--- config.mk ---
export PLATFORM = sky130hd
export DESIGN_NAME = zmwd_ctrl
export DESIGN_NICKNAME = d
export VERILOG_FILES = /design/src/design/zmwd_pkg.sv /design/src/design/zmwd_ctrl.sv
export SDC_FILE = /design/constraint.sdc
export NUM_CORES = 1
export LEC_CHECK = 0
export BUFFER_PORTS_ARGS = -buffer_cell sky130_fd_sc_hd__buf_2
export CAP_MARGIN = 20
export CORE_MARGIN = 2
export CORE_UTILIZATION = 44
export CTS_BUF_LIST = sky130_fd_sc_hd__clkbuf_8
export CTS_CLUSTER_SIZE = 28
export DETAILED_ROUTE_END_ITERATION = 8
export PLACE_DENSITY_LB_ADDON = 0.3
export RECOVER_POWER = 25
export SETUP_SLACK_MARGIN = 0.2
export SLEW_MARGIN = 10
export SYNTH_ARGS = -nofsm -noshare
export SYNTH_HDL_FRONTEND = slang
export SYNTH_SLANG_ARGS = --single-unit
--- constraint.sdc ---
create_clock -name clk -period 1.8 [get_ports clk]
set_input_delay 0.36 -clock clk [delete_from_list [all_inputs] [get_ports clk]]
set_output_delay 0.36 -clock clk [all_outputs]
set_load 0.005 [all_outputs]
--- src/design/zmwd_pkg.sv ---
// Shared types and constants for the z-normalised minimum window distance block.
// Used by the controller, the datapath and its arithmetic units. No dependencies.
`timescale 1ns / 1ps

package zmwd_pkg;

    localparam int DATA_W  = 16;
    localparam int DIST_W  = 18;
    localparam int STAT_W  = 2;
    localparam int RAD_W   = 64;
    localparam int ROOT_W  = 32;
    localparam int QUOT_W  = 33;
    localparam int FRAC_SH = 16;
    localparam int SQRT_ITER = RAD_W / 2;

    localparam logic [DIST_W-1:0] DIST_MAX = {DIST_W{1'b1}};

    localparam logic CMD_QUERY  = 1'b0;
    localparam logic CMD_SERIES = 1'b1;

    localparam logic [STAT_W-1:0] STATUS_OK        = 2'd0;
    localparam logic [STAT_W-1:0] STATUS_NO_WINDOW = 2'd1;
    localparam logic [STAT_W-1:0] STATUS_FLAT      = 2'd2;

    typedef enum logic
    {
        SQ_SPREAD,
        SQ_QUOT
    } sqrt_sel_t;

    typedef enum logic [4:0]
    {
        S_IDLE,
        S_START,
        S_QSUM,
        S_QDRAIN,
        S_QMUL,
        S_QSUB,
        S_QTEST,
        S_QSQRT,
        S_WCHECK,
        S_WSUM,
        S_WDRAIN,
        S_WMUL,
        S_WSUB,
        S_WTEST,
        S_WSQRT,
        S_NUM,
        S_DIV,
        S_DIVW,
        S_DSQRT,
        S_DONE_FLAT,
        S_DONE
    } ctrl_state_t;

    typedef struct packed
    {
        logic      load;
        logic      q_mode;
        logic      rd_en;
        logic      k_clr;
        logic      acc_clr;
        logic      st_clr;
        logic      st_inc;
        logic      cap_qsum;
        logic      cap_mul;
        logic      cap_sub;
        logic      sqrt_start;
        sqrt_sel_t sqrt_sel;
        logic      cap_sxq;
        logic      cap_den;
        logic      cap_num;
        logic      div_start;
        logic      cap_best;
        logic      best_clr;
        logic      out_load;
        logic      out_flat;
    } dp_cmd_t;

    typedef struct packed
    {
        logic l_small;
        logic k_last;
        logic pipe_busy;
        logic syy_pos;
        logic win_ok;
        logic sqrt_busy;
        logic div_busy;
        logic out_free;
    } dp_stat_t;

endpackage

--- src/design/zmwd_ctrl.sv ---
// Controller state machine: sequences loading, query statistics and the window search.
// Depends on zmwd_pkg.
`timescale 1ns / 1ps

module zmwd_ctrl
(
    input  logic                 clk,
    input  logic                 rst_n,
    input  logic                 in_valid,
    input  logic                 cmd,
    input  logic                 last,
    output logic                 in_ready,
    output zmwd_pkg::dp_cmd_t    ctl,
    input  zmwd_pkg::dp_stat_t   stat
);

    zmwd_pkg::ctrl_state_t state_reg;
    zmwd_pkg::ctrl_state_t state_next;

    always_ff @(posedge clk or negedge rst_n)
    begin
        if (!rst_n)
        begin
            state_reg <= zmwd_pkg::S_IDLE;
        end
        else
        begin
            state_reg <= state_next;
        end
    end

    always_comb
    begin
        ctl        = '0;
        state_next = state_reg;
        in_ready   = (state_reg == zmwd_pkg::S_IDLE);
        unique case (state_reg)
            zmwd_pkg::S_IDLE:
            begin
                ctl.load = in_valid;
                if (in_valid && (cmd == zmwd_pkg::CMD_SERIES) && last)
                begin
                    state_next = zmwd_pkg::S_START;
                end
            end
            zmwd_pkg::S_START:
            begin
                ctl.best_clr = 1'b1;
                ctl.st_clr   = 1'b1;
                if (stat.l_small)
                begin
                    state_next = zmwd_pkg::S_DONE_FLAT;
                end
                else
                begin
                    ctl.k_clr   = 1'b1;
                    ctl.acc_clr = 1'b1;
                    state_next  = zmwd_pkg::S_QSUM;
                end
            end
            zmwd_pkg::S_QSUM:
            begin
                ctl.q_mode = 1'b1;
                ctl.rd_en  = 1'b1;
                if (stat.k_last)
                begin
                    state_next = zmwd_pkg::S_QDRAIN;
                end
            end
            zmwd_pkg::S_QDRAIN:
            begin
                ctl.q_mode = 1'b1;
                if (!stat.pipe_busy)
                begin
                    ctl.cap_qsum = 1'b1;
                    state_next   = zmwd_pkg::S_QMUL;
                end
            end
            zmwd_pkg::S_QMUL:
            begin
                ctl.cap_mul = 1'b1;
                state_next  = zmwd_pkg::S_QSUB;
            end
            zmwd_pkg::S_QSUB:
            begin
                ctl.cap_sub = 1'b1;
                state_next  = zmwd_pkg::S_QTEST;
            end
            zmwd_pkg::S_QTEST:
            begin
                if (!stat.syy_pos)
                begin
                    state_next = zmwd_pkg::S_DONE_FLAT;
                end
                else
                begin
                    ctl.sqrt_start = 1'b1;
                    ctl.sqrt_sel   = zmwd_pkg::SQ_SPREAD;
                    state_next     = zmwd_pkg::S_QSQRT;
                end
            end
            zmwd_pkg::S_QSQRT:
            begin
                if (!stat.sqrt_busy)
                begin
                    ctl.cap_sxq = 1'b1;
                    state_next  = zmwd_pkg::S_WCHECK;
                end
            end
            zmwd_pkg::S_WCHECK:
            begin
                if (stat.win_ok)
                begin
                    ctl.k_clr   = 1'b1;
                    ctl.acc_clr = 1'b1;
                    state_next  = zmwd_pkg::S_WSUM;
                end
                else
                begin
                    state_next = zmwd_pkg::S_DONE;
                end
            end
            zmwd_pkg::S_WSUM:
            begin
                ctl.rd_en = 1'b1;
                if (stat.k_last)
                begin
                    state_next = zmwd_pkg::S_WDRAIN;
                end
            end
            zmwd_pkg::S_WDRAIN:
            begin
                if (!stat.pipe_busy)
                begin
                    state_next = zmwd_pkg::S_WMUL;
                end
            end
            zmwd_pkg::S_WMUL:
            begin
                ctl.cap_mul = 1'b1;
                state_next  = zmwd_pkg::S_WSUB;
            end
            zmwd_pkg::S_WSUB:
            begin
                ctl.cap_sub = 1'b1;
                state_next  = zmwd_pkg::S_WTEST;
            end
            zmwd_pkg::S_WTEST:
            begin
                if (!stat.syy_pos)
                begin
                    ctl.st_inc = 1'b1;
                    state_next = zmwd_pkg::S_WCHECK;
                end
                else
                begin
                    ctl.sqrt_start = 1'b1;
                    ctl.sqrt_sel   = zmwd_pkg::SQ_SPREAD;
                    state_next     = zmwd_pkg::S_WSQRT;
                end
            end
            zmwd_pkg::S_WSQRT:
            begin
                if (!stat.sqrt_busy)
                begin
                    ctl.cap_den = 1'b1;
                    state_next  = zmwd_pkg::S_NUM;
                end
            end
            zmwd_pkg::S_NUM:
            begin
                ctl.cap_num = 1'b1;
                state_next  = zmwd_pkg::S_DIV;
            end
            zmwd_pkg::S_DIV:
            begin
                ctl.div_start = 1'b1;
                state_next    = zmwd_pkg::S_DIVW;
            end
            zmwd_pkg::S_DIVW:
            begin
                if (!stat.div_busy)
                begin
                    ctl.sqrt_start = 1'b1;
                    ctl.sqrt_sel   = zmwd_pkg::SQ_QUOT;
                    state_next     = zmwd_pkg::S_DSQRT;
                end
            end
            zmwd_pkg::S_DSQRT:
            begin
                if (!stat.sqrt_busy)
                begin
                    ctl.cap_best = 1'b1;
                    ctl.st_inc   = 1'b1;
                    state_next   = zmwd_pkg::S_WCHECK;
                end
            end
            zmwd_pkg::S_DONE_FLAT:
            begin
                if (stat.out_free)
                begin
                    ctl.out_load = 1'b1;
                    ctl.out_flat = 1'b1;
                    state_next   = zmwd_pkg::S_IDLE;
                end
            end
            zmwd_pkg::S_DONE:
            begin
                if (stat.out_free)
                begin
                    ctl.out_load = 1'b1;
                    state_next   = zmwd_pkg::S_IDLE;
                end
            end
            default:
            begin
                state_next = zmwd_pkg::S_IDLE;
            end
        endcase
    end

    a_sqrt_start_idle: assert property (@(posedge clk) disable iff (!rst_n)
        ctl.sqrt_start |-> !stat.sqrt_busy)
        else $error("square root restarted while busy");

    a_div_start_idle: assert property (@(posedge clk) disable iff (!rst_n)
        ctl.div_start |-> !stat.div_busy)
        else $error("divider restarted while busy");

    a_out_slot_free: assert property (@(posedge clk) disable iff (!rst_n)
        ctl.out_load |-> stat.out_free)
        else $error("result overwritten before it was taken");

    a_read_query_len: assert property (@(posedge clk) disable iff (!rst_n)
        ctl.rd_en |-> !stat.l_small)
        else $error("window read with query shorter than two samples");

endmodule
==> results, run 1 <==
- The final number of setup-violating endpoints is 14.
- The total count of hold-check failures in the final report was 0.
- The max-capacitance violation count is 0.
- The clock network accounts for roughly 8% of the total power.
- Dividing the final minimum period by the clock period gives 105%.
- Global routing finished with a remaining overflow of 0.
- In the final layout, the share of cells above drive strength 1 is roughly two thirds.
- The number of global-route vias before repair is 944.
- The CTS clock-pin slew for the worst setup and hold paths is 40 ps.
- TritonCTS built the clock tree.
- The routed length per instance is about 19 µm.
- Compared with the post-synthesis result, the final layout area differs by 77.9%.
- The floorplan step set the die width to around 46 µm.
- STA classifies the critical path startpoint as a flip-flop.
- The stage delay of the slowest cell on the critical path is about 470 ps.
- The worst setup path is captured at an output pin.
- Of all flip-flops after synthesis, the portion carrying an async set or reset was between 90% and 100%.
- The initial antenna violation count is 0.
- By area the synthesized netlist is led by dfrtp_1 (16%), mux2_4 (7.8%), nor3_1 (6.5%).
- The count of antenna diodes in the layout is 0.
- The worst path buffer plus inverter count is 1.
- The count of final max-slew check failures was 0.
- The total number of placement rows is 15.
- The standard cell core area is approximately 1700 µm².
- Derived from the worst setup path, the maximum achievable clock frequency is roughly 530 MHz.
- Counting along the longest clock path gives a buffer depth of 2.
- In this run, flip-flops and latches consume between 10% and 20% of the power.
- The initial cell density of the core is between 40% and 50%.
- The post-route minimum period is between 1500 and 2000 ps.
- Yosys mapped the design onto 40 distinct sky130hd cell types.
- The global-route total usage across every layer is 28.2%.
- After synthesis, flip-flops and latches occupy roughly 16% of the total area.
- The transition time of the tightest slew-check pin is 278 ps.
- In this design, the largest share of critical-path delay is due to simple AND/OR/NAND/NOR gates.
- Counting the buffers created by CTS gives 3.
- The analysis attributes to net switching a power of ~1.2 mW.
- The leakage component of the power is ~0.66 nW.
- The post-synthesis register bit count is 5.
- Traced cell by cell, the critical path runs through or3_4 > nor3_4 > and2_1 > buf_2.
- In the synthesized netlist the dominant register cell turns out to be dfrtp_1.
- The number of enable-type register cells in the synthesized netlist is 0.
- The net count of the mapped netlist is roughly 120.
- The checks that failed: setup timing.
- In this run the number of H-tree levels came out at 1.
- The insertion delay of the later-clocked pin in the worst-skew pair is 220 ps.
- After detailed placement, the total cell area comes to roughly 1000 µm².
- Detailed placement finished with a half-perimeter wire length of just under 2 mm.
- Data on the critical path is required at its endpoint by ~1400 ps.
- The top cell type by area accounts for 16.3% of the synthesized area.
- Once detail routing completed, the nets flagged for antenna violations numbered 0.
- The number of fill cells in the layout is about 110.
- Across the VDD grid, the largest voltage drop is between 0.9 and 1 mV.
- The logic gate share of total power is about four fifths.
- The number of instances in the synthesized netlist is roughly 110.
- The count of yosys warnings during synthesis is 0.
- The wire length of the first global-routing pass is 4.30 mm.
- The final net count is between 150 and 200.
- Entering global routing, the biggest net connects 10 pins.
- The largest total area in the synthesized netlist belongs to dfrtp_1.
- The number of search-and-repair iterations in the first detailed-routing pass is 5.
- The power per unit of standard cell area is between 1500 and 2000 nW/µm².
- The highest fanout seen on the critical path is 7.
- The switching part of the total power is 46.7%.
- For this design, the slowest cell found on the critical path is or3_4.
- During placement, the flow inserted port buffers numbering 33.
- The number of placed I/O pins is 34.
- For the worst setup path, the data arrival time is about 1500 ps.
- The clock net sink count is 5.
- Routability-driven placement finished with a final weighted congestion of between 0.9 and 1.
- The detailed-route via count is between 1000 and 1500.
- Using the TritonRoute via totals, the vias-per-cell ratio works out to just over 6.
- Once routing completed, OpenROAD measured the worst setup slack at -97.1 ps.
- The register with the most flip-flops in the layout has 5 of them.
- The internal cell power is 1.38 mW.
- CTS placed an instance of clkbuf_8 at the clock tree root.
- After synthesis, the mean cell area works out to between 7 and 8 µm².
- The first-iteration detailed-routing DRC count is 62.
- The min-delay analysis places its worst path in the category in2async.
- The cell area after layout is roughly 1400 µm².
- The number of remaining DRC errors is 0.
- The mapped netlist covers roughly 770 µm².
- After detailed routing, the total wire length is between 3 and 4 mm.
- The total die area is about 2100 µm².
- The total design power is between 2 and 3 mW.
- The worst slew slack as a fraction of its limit is roughly four fifths.
- The clock arrives with just over 8 ps of skew.
- The path type of the worst setup path is reg2out.
- The run finished, with violations left.
- Setup repair after global routing could not meet its margin everywhere.
- The height of the die is 45.7 µm.
## power groups by stage
stage | clock, mW | combinational (mW) | sequential, mW
after CTS | 0.196 | 1.80 | 0.283
after global placement | 0 | 1.46 | 0.267
final | 0.203 | 2.08 | 0.309
after detailed placement | 0 | 1.49 | 0.266
after global routing | 0.221 | 2.19 | 0.314
after floorplan | 0 | 1.12 | 0.194
## final cells by class
class	count	area [µm²]	area share [%]
clock inverter	1	3.75	0.275
multi-input combinational	84	711	52.2
sequential	5	131	9.64
tap	17	21.3	1.56
inverter	6	25.0	1.84
clock buffer	3	41.3	3.03
timing repair buffer	65	429	31.5
## routing by layer
| metal | part of all wire [%] | vias up | track usage (%) |
|---|---|---|---|
| li1 | - | 499 | - |
| met3 | 8.5 | 12 | 2.78 |
| met1 | 41 | 516 | 38.6 |
| met5 | 0 | - | 0 |
| met4 | 2.5 | 0 | 7.43 |
| met2 | 48 | 73 | 47.0 |
## logic make-up after synthesis
kind of cell,Yosys count,share of synthesized area [%]
buffers and inverters,19,12.3
XOR/XNOR,1,1.14
AND/OR/NAND/NOR,53,35.6
AO/OA/AOI/OAI,23,22.7
flip-flops,5,16.3
multiplexers,7,11.9
## path summary, 6_finish.rpt
path	from	to	slack, ps	depth (start not counted)
min reg2reg	state_reg[3]	state_reg[3]	750	2
max in group asynchronous	rst_n	state_reg[4]	1000	2
min	rst_n	state_reg[1]	570	2
min in group clk	stat[6]	state_reg[2]	650	4
max	state_reg[1]	ctl[19]	-100	4
max reg2reg	state_reg[3]	state_reg[4]	-50	5
## timing repair
action,CTS,global route
hold endpoints to repair,5,0
buffers inserted,9,3
pin swaps,9,7
hold buffers,1,0
resized for setup,27,19
endpoints found under the setup margin,26,26
## per-stage QoR
| step | hold WS [ps] | setup TNS [ps] | utilization (%) | std cells | setup slack, ps |
|---|---|---|---|---|---|
| after floorplan | 64.4 | 0 | - | 108 | 37.5 |
| after global placement | 173 | -12.6 | 61.4 | 164 | -3.70 |
| after detailed placement | 173 | -29.0 | 61.4 | 164 | -12.5 |
| after CTS | 482 | -157 | 74.1 | 178 | -32.3 |
| after global routing | 580 | -1370 | 80.7 | 181 | -145 |
| final | 572 | -683 | 80.7 | 181 | -97.1 |
## worst reg2reg max path, cell delays in order, from the launching register on
cell and delay, ps:
dfrtp_2 450, xnor2_1 180, or4_1 520, o221ai_2 90
a211o_4 170, mux2_4 300
## synthesized netlist by cell type, types with 2 or more instances
library cell / count
nor3b_1: 2
buf_4: 6
mux2i_1: 2
o21ai_0: 3
inv_1: 4
nor4_1: 2
nor2_1: 11
a31oi_1: 2
nor2b_1: 4
nor3_1: 10
nand2b_1: 3
nand2_1: 10
clkbuf_1: 7
dfrtp_1: 5
a21oi_1: 5
nand3_1: 4
o22ai_1: 2
mux2_4: 4
## layout by cell type, fill, tap and decap left out, types with 2 or more instances in the layout
cell type | netlist | final
buf_2 | 0 | 32
buf_4 | 6 | 25
nor2_1 | 11 | 8
nand2_1 | 10 | 7
buf_6 | 0 | 6
dfrtp_2 | 0 | 5
inv_1 | 4 | 4
nor3_2 | 0 | 4
nor3_1 | 10 | 4
mux2_4 | 4 | 4
a21oi_1 | 5 | 4
nor2_4 | 0 | 3
nand3_1 | 4 | 3
o21ai_0 | 3 | 3
clkbuf_8 | 0 | 3
nor3_4 | 0 | 2
nand2_4 | 0 | 2
nor2b_1 | 4 | 2
nor2b_2 | 1 | 2
a31oi_1 | 2 | 2
o22ai_1 | 2 | 2
mux2i_1 | 2 | 2
(Power assumes the default switching activity.)
==> run 2, diff against run 1 <==
--- a/config.mk
+++ b/config.mk
@@ -7,8 +7,10 @@
 export LEC_CHECK = 0
 export BUFFER_PORTS_ARGS = -buffer_cell sky130_fd_sc_hd__buf_2
 export CAP_MARGIN = 20
+export CELL_PAD_IN_SITES_DETAIL_PLACEMENT = 1
+export CELL_PAD_IN_SITES_GLOBAL_PLACEMENT = 1
 export CORE_MARGIN = 2
-export CORE_UTILIZATION = 44
+export CORE_UTILIZATION = 30
 export CTS_BUF_LIST = sky130_fd_sc_hd__clkbuf_8
 export CTS_CLUSTER_SIZE = 28
 export DETAILED_ROUTE_END_ITERATION = 8
==> results, run 2 (same netlist as run 1, synthesis figures left out) <==
- The final setup TNS is -1080 ps (was -683 ps).
- The launching element type of the critical path is a flip-flop (unchanged).
- The overflow left after global routing came to 0 (unchanged).
- The buffer cell driving the clock tree root is clkbuf_8 (unchanged).
- The power share of the clock group came to 7.3% (was 7.8%).
- The TritonCTS clock tree is built (unchanged).
- The ratio of routed vias to standard cells is 5.51 (was 6.08).
- The part of the power in registers is 10.6% (was 11.9%).
- The worst reg-to-reg setup slack is -70 ps (was -50 ps).
- The worst path required time came to 1440 ps (about the same).
- The launching point of the worst reg2reg path is state_reg[0] (was state_reg[3]).
- The global-route total usage across every layer was 23.0% (was 28.2%).
- Top library cells by usage in the layout, fill and taps aside: buf_2 (32), buf_4 (19), buf_6 (14), nand2_1 (7) (was buf_2 (32), buf_4 (25), nor2_1 (8), nand2_1 (7), buf_6 (6)).
- The CTS clock-pin slew for the worst setup and hold paths is 40 ps (about the same).
- The leakage component of the power is 0.701 nW (was 0.659 nW).
- The routed length per instance is 20.5 µm (was 18.8 µm).
- The total die area is 2970 µm² (was 2090 µm²).
- The number of placed I/O pins is 34 (unchanged).
- The endpoint arrival time on the critical path is 1560 ps (was 1540 ps).
- The number of H-tree levels came to 1 (unchanged).
- The number of search-and-repair iterations in the first detailed-routing pass is 4 (was 5).
- The insertion delay of the later-clocked pin in the worst-skew pair is 230 ps (was 220 ps).
- The first-iteration detailed-routing DRC count came to 8 (was 62).
- The final weighted congestion in routability-driven placement is 0.731 (was 0.926).
- The detailed-route via count is 1085 (was 1100).
- The largest net degree at the start of global routing is 15 (was 10).
- The fmax is 520 MHz (was 527 MHz).
- The switching power total is 1.39 mW (was 1.21 mW).
- The number of global-route vias before repair is 1007 (was 944).
- The share of cells above drive strength 1 came to 68.3% (was 65.9%).
- The max-capacitance violation count is 0 (unchanged).
- Setup repair after global routing missed its margin: yes (unchanged).
- The number of fill cells in the layout was 310 (was 112).
- The sum of net half-perimeters after detailed placement is 2.23 mm (was 1.93 mm).
- The type of element capturing the critical path is an output pin (unchanged).
- The initial cell density of the core was 31.2% (was 45.3%).
- The post-route minimum period is 1920 ps (was 1900 ps).
- The logic gate share of total power is 82.1% (was 80.2%).
- The worst path buffer plus inverter count was 1 (unchanged).
- Violated checks: setup timing (unchanged).
- The final net count is 181 (was 178).
- The number of flip-flops under the largest register name is 5 (unchanged).
- The number of nets still failing antenna checks after routing is 0 (unchanged).
- The die extent in x is 54.5 µm (was 45.7 µm).
- The count of antenna diodes in the layout came to 0 (unchanged).
- The most common cell after layout, fill and taps aside is buf_2 (unchanged).
- The stage delay of the slowest cell on the critical path came to 470 ps (about the same).
- The final setup slack of the worst path was -123 ps (was -97.1 ps).
- The transition time of the tightest slew-check pin is 286 ps (was 278 ps).
- The initial antenna violation count is 0 (unchanged).
- The final design utilization was 61.0% (was 80.7%).
- The final number of setup-violating endpoints is 16 (was 14).
- The switching part of the total power was 47.5% (was 46.7%).
- The path class of the lowest-slack min-delay path is in2async (unchanged).
- The overall routed net length is 4.03 mm (was 3.40 mm).
- The power per unit of standard cell area is 1960 nW/µm² (was 1900 nW/µm²).
- Run status: finished with violations (unchanged).
- The maximum clock insertion buffer count is 2 (unchanged).
- The number of buffers created by CTS came to 3 (unchanged).
- The capture point of the worst reg-to-reg path is state_reg[2] (was state_reg[4]).
- The cell family with the largest share of critical-path delay is simple AND/OR/NAND/NOR gates (unchanged).
- The height of the die came to 54.5 µm (was 45.7 µm).
- The worst vdd rail ir drop is 1.56 mV (was 0.944 mV).
- The internal cell power came to 1.54 mW (was 1.38 mW).
- The number of remaining DRC errors was 0 (unchanged).
- The layout overhead on the synthesized area is 95.6% (was 77.9%).
- The standard cell core area is 2450 µm² (was 1690 µm²).
- The count of final max-slew check failures came to 0 (unchanged).
- The worst slew slack as a fraction of its limit is 80.8% (was 81.3%).
- The total number of placement rows is 18 (was 15).
- The number of buffer cells added on primary ports was 33 (unchanged).
- The clock tree skew after final layout is 4.39 ps (was 8.13 ps).
- The worst reg-to-reg path cell count is 6 (was 5).
- The highest fanout seen on the critical path is 5 (was 7).
- Cell Chain, Critical Path: or3_4 > nor3_4 > and2_1 > buf_2 (unchanged).
- The wire length of the first global-routing pass is 4.84 mm (was 4.30 mm).
- The ratio of final minimum period to clock period came to 107% (was 105%).
- The critical-path cell with the highest stage delay was or3_4 (unchanged).
- The path type of the worst setup path is reg2out (unchanged).
- The total count of hold-check failures in the final report is 0 (unchanged).
- The clock net sink count came to 5 (unchanged).
-- run 2: worst reg2reg max path: cells and delay by family, from the launching register on --
kind | cells | cell delay, ps
AO/OA/AOI/OAI | 3 | 620
buffers and inverters | 1 | 140
flip-flops | 1 | 450
multiplexers | 1 | 320
AND/OR/NAND/NOR | 1 | 210
-- run 2: cell type report --
cell class	count	area [µm²]	area share [%]
Clock buffer	3	41.3	2.76
Clock inverter	1	3.75	0.251
Inverter	6	30.0	2.01
Multi-Input combinational cell	84	759	50.7
Sequential cell	5	131	8.77
Tap cell	30	37.5	2.51
Timing Repair Buffer	68	494	33.0
-- run 2: per-layer routing --
layer  routed length [µm]  GRT usage [%]
met5                    0              0
met4                   99           5.00
met3                  159           2.73
met2                 2060           44.2
met1                 1720           26.9
-- run 2: metrics by stage --
step | hold WS, ps | instance area [µm²] | instances | power, mW | setup WS [ps]
after floorplan | 64.4 | 798 | 108 | 1.32 | 37.5
after global placement | 173 | 1040 | 173 | 1.74 | 20.0
after detailed placement | 174 | 1040 | 173 | 1.78 | -45.0
after CTS | 487 | 1300 | 188 | 2.39 | -49.2
after global routing | 573 | 1500 | 197 | 3.06 | -163
final | 543 | 1500 | 197 | 2.93 | -123
-- run 2: repair_timing --
| action | 4_1_cts | 5_1_grt |
|---|---|---|
| gates resized for setup | 38 | 29 |
| hold buffers | 1 | 0 |
| endpoints found under the setup margin | 26 | 26 |
| gates cloned | 0 | 1 |
| pin swaps | 8 | 9 |
| setup buffers | 10 | 8 |
| endpoints found under the hold margin | 5 | 0 |
-- run 2: worst max-delay path by stage --
stage,from,end,slack (ps),cells after the start
floorplan,state_reg[1],ctl[16],40,5
global placement,state_reg[1],ctl[19],20,4
detailed placement,state_reg[1],state_reg[2],-50,4
CTS,state_reg[3],ctl[15],-50,3
global route,state_reg[0],ctl[1],-160,6
finish,state_reg[1],ctl[19],-120,4
-- run 2: power groups by stage --
| stage | clock network, mW | registers, mW | logic, mW |
|---|---|---|---|
| 2_1_floorplan | 0 | 0.194 | 1.12 |
| 3_3_place_gp | 0 | 0.256 | 1.48 |
| 3_5_place_dp | 0 | 0.262 | 1.52 |
| 4_1_cts | 0.208 | 0.277 | 1.91 |
| 5_1_grt | 0.223 | 0.316 | 2.52 |
| 6_report | 0.213 | 0.312 | 2.40 |
==> run 3, diff against run 2 <==
--- a/config.mk
+++ b/config.mk
@@ -9,6 +9,7 @@
 export CAP_MARGIN = 20
 export CELL_PAD_IN_SITES_DETAIL_PLACEMENT = 1
 export CELL_PAD_IN_SITES_GLOBAL_PLACEMENT = 1
+export CORE_ASPECT_RATIO = 0.9
 export CORE_MARGIN = 2
 export CORE_UTILIZATION = 30
 export CTS_BUF_LIST = sky130_fd_sc_hd__clkbuf_8
==> results, run 3 (same netlist as run 1, synthesis figures left out) <==
- The global-route total usage across every layer is 25.0% (was 23.0%).
- The number of buffer cells added on primary ports is 33 (unchanged).
- The maximum clock insertion buffer count came to 2 (unchanged).
- The path type of the worst setup path was reg2out (unchanged).
- The transition time of the tightest slew-check pin came to 279 ps (was 286 ps).
- The TritonCTS clock tree was built (unchanged).
- Top library cells by usage in the layout, fill and taps aside: buf_2 (32), buf_4 (32), nand2_1 (8), nor3_1 (6), buf_6 (6) (was buf_2 (32), buf_4 (19), buf_6 (14), nand2_1 (7)).
- The number of cells after detailed placement came to 180 (was 173).
- The overall routed net length is 4.00 mm (was 4.03 mm).
- The count of final max-slew check failures was 0 (unchanged).
- The internal cell power is 1.50 mW (was 1.54 mW).
- The ratio of final minimum period to clock period was 108% (was 107%).
- The initial cell density of the core is 31.3% (was 31.2%).
- The ratio of routed vias to standard cells is 5.63 (was 5.51).
- The post-route minimum period was 1940 ps (was 1920 ps).
- The final setup TNS came to -1150 ps (was -1080 ps).
- The clock tree skew after final layout is 1.42 ps (was 4.39 ps).
- The number of search-and-repair iterations in the first detailed-routing pass came to 4 (unchanged).
- The final net count came to 185 (was 181).
- The power per unit of standard cell area is 1950 nW/µm² (was 1960 nW/µm²).
- The sum of net half-perimeters after detailed placement is 2.50 mm (was 2.23 mm).
- The first-iteration detailed-routing DRC count is 22 (was 8).
- The fmax is 515 MHz (was 520 MHz).
- The standard cell area after detailed placement is 1090 µm² (was 1040 µm²).
- The total number of placement rows is 17 (was 18).
- The number of placed I/O pins came to 34 (unchanged).
- The final weighted congestion in routability-driven placement was 0.813 (was 0.731).
- The detailed-route via count is 1120 (was 1085).
- The endpoint arrival time on the critical path is 1580 ps (was 1560 ps).
- Violated checks: setup timing (unchanged).
- The routed length per instance is 20.1 µm (was 20.5 µm).
- The number of global-route vias before repair is 1120 (was 1007).
- The overflow left after global routing came to 0 (unchanged).
- Setup repair after global routing missed its margin: yes (unchanged).
- The height of the die is 51.9 µm (was 54.5 µm).
- The wire length of the first global-routing pass is 5.59 mm (was 4.84 mm).
- The max-capacitance violation count is 0 (unchanged).
- The part of the power in registers came to 11.0% (was 10.6%).
- The number of H-tree levels was 1 (unchanged).
- The final number of setup-violating endpoints is 14 (was 16).
- The number of flip-flops under the largest register name is 5 (unchanged).
- The type of element capturing the critical path is an output pin (unchanged).
- The total count of hold-check failures in the final report is 0 (unchanged).
- The power share of the clock group is 7.7% (was 7.3%).
- Run status: finished with violations (unchanged).
- The insertion delay of the later-clocked pin in the worst-skew pair is 230 ps (about the same).
- The logic gate share of total power is 81.3% (was 82.1%).
- The number of remaining DRC errors was 0 (unchanged).
- The CTS clock-pin slew for the worst setup and hold paths is 40 ps (about the same).
- The total die area is 2970 µm² (about the same).
- The buffer cell driving the clock tree root is clkbuf_8 (unchanged).
- The layout overhead on the synthesized area came to 87.1% (was 95.6%).
- The switching power total is 1.29 mW (was 1.39 mW).
- The worst vdd rail ir drop is 1.01 mV (was 1.56 mV).
- The worst hold slack came to 554 ps (was 543 ps).
- The cell area after layout was 1430 µm² (was 1500 µm²).
- The final setup slack of the worst path is -141 ps (was -123 ps).
- The die extent in x was 57.3 µm (was 54.5 µm).
- The worst path required time is 1440 ps (about the same).
- The switching part of the total power is 46.1% (was 47.5%).
- The highest fanout seen on the critical path is 7 (was 5).
- The clock net sink count is 5 (unchanged).
- The share of cells above drive strength 1 is 69.6% (was 68.3%).
- The count of antenna diodes in the layout is 0 (unchanged).
- The path class of the lowest-slack min-delay path is in2async (unchanged).
- The launching element type of the critical path is a flip-flop (unchanged).
- The standard cell core area was 2450 µm² (about the same).
- The worst slew slack as a fraction of its limit is 81.4% (was 80.8%).
- The leakage component of the power was 0.690 nW (was 0.701 nW).
- The largest net degree at the start of global routing was 10 (was 15).
- The number of buffers created by CTS was 3 (unchanged).
- The initial antenna violation count came to 0 (unchanged).
- The number of nets still failing antenna checks after routing was 0 (unchanged).
- The post-layout instance count excluding filler cells is 199 (was 197).
-- run 3: metal layers --
layer	share of wire [%]	up-vias	GRT usage, %
met5	0	-	0
met4	3.0	0	9.30
met1	41	548	29.7
li1	-	510	-
met2	53	49	46.0
met3	3.5	13	3.23
-- run 3: cell type report --
| cell class | count | area [µm²] |
|---|---|---|
| fillers | 315 | 1010 |
| repair buffers | 72 | 482 |
| well taps | 28 | 35.0 |
| inverters | 6 | 25.0 |
| multi-input cells | 84 | 714 |
| clock buffers | 3 | 41.3 |
| flip-flops and latches | 5 | 131 |
| clock inverters | 1 | 3.75 |
-- run 3: worst max-delay path, stage by stage (launching register included) --
cell and delay [ps]:
dfrtp_2 480, or3_4 450, nor3_2 160, and2_1 160, buf_2 110
-- run 3: through the flow --
step | util (%) | power, mW | setup WS [ps]
finish | 58.6 | 2.79 | -141
global placement | 44.5 | 1.86 | -32.0
floorplan | - | 1.32 | 37.5
detailed placement | 44.5 | 1.92 | -90.8
CTS | 52.9 | 2.41 | -75.2
global route | 58.6 | 2.94 | -186
-- run 3: worst paths after layout --
kind,slack [ps],start,end,cells past startpoint
min in group clk,600,stat[6],state_reg[1],4
worst min register to register,760,state_reg[3],state_reg[3],2
max in group asynchronous,1010,rst_n,state_reg[1],2
worst min-delay path,550,rst_n,state_reg[3],2
worst max register to register,-110,state_reg[1],state_reg[3],6
worst max-delay path,-140,state_reg[1],ctl[19],4
-- run 3: timing repair --
item                                    CTS  global route
cloned                                    0             0
endpoints found under the setup margin   26            26
hold endpoints to repair                  5             0
pin swaps                                 5             7
gates resized for setup                  33            18
buffers inserted                          6             8
hold buffers                              1             0
-- run 3: power by group through the flow --
stage / sequential, mW / combinational (mW) / clock (mW)
after floorplan: 0.194 / 1.12 / 0
after detailed placement: 0.277 / 1.65 / 0
after global routing: 0.313 / 2.41 / 0.222
after CTS: 0.292 / 1.91 / 0.207
final: 0.308 / 2.27 / 0.214
after global placement: 0.270 / 1.59 / 0
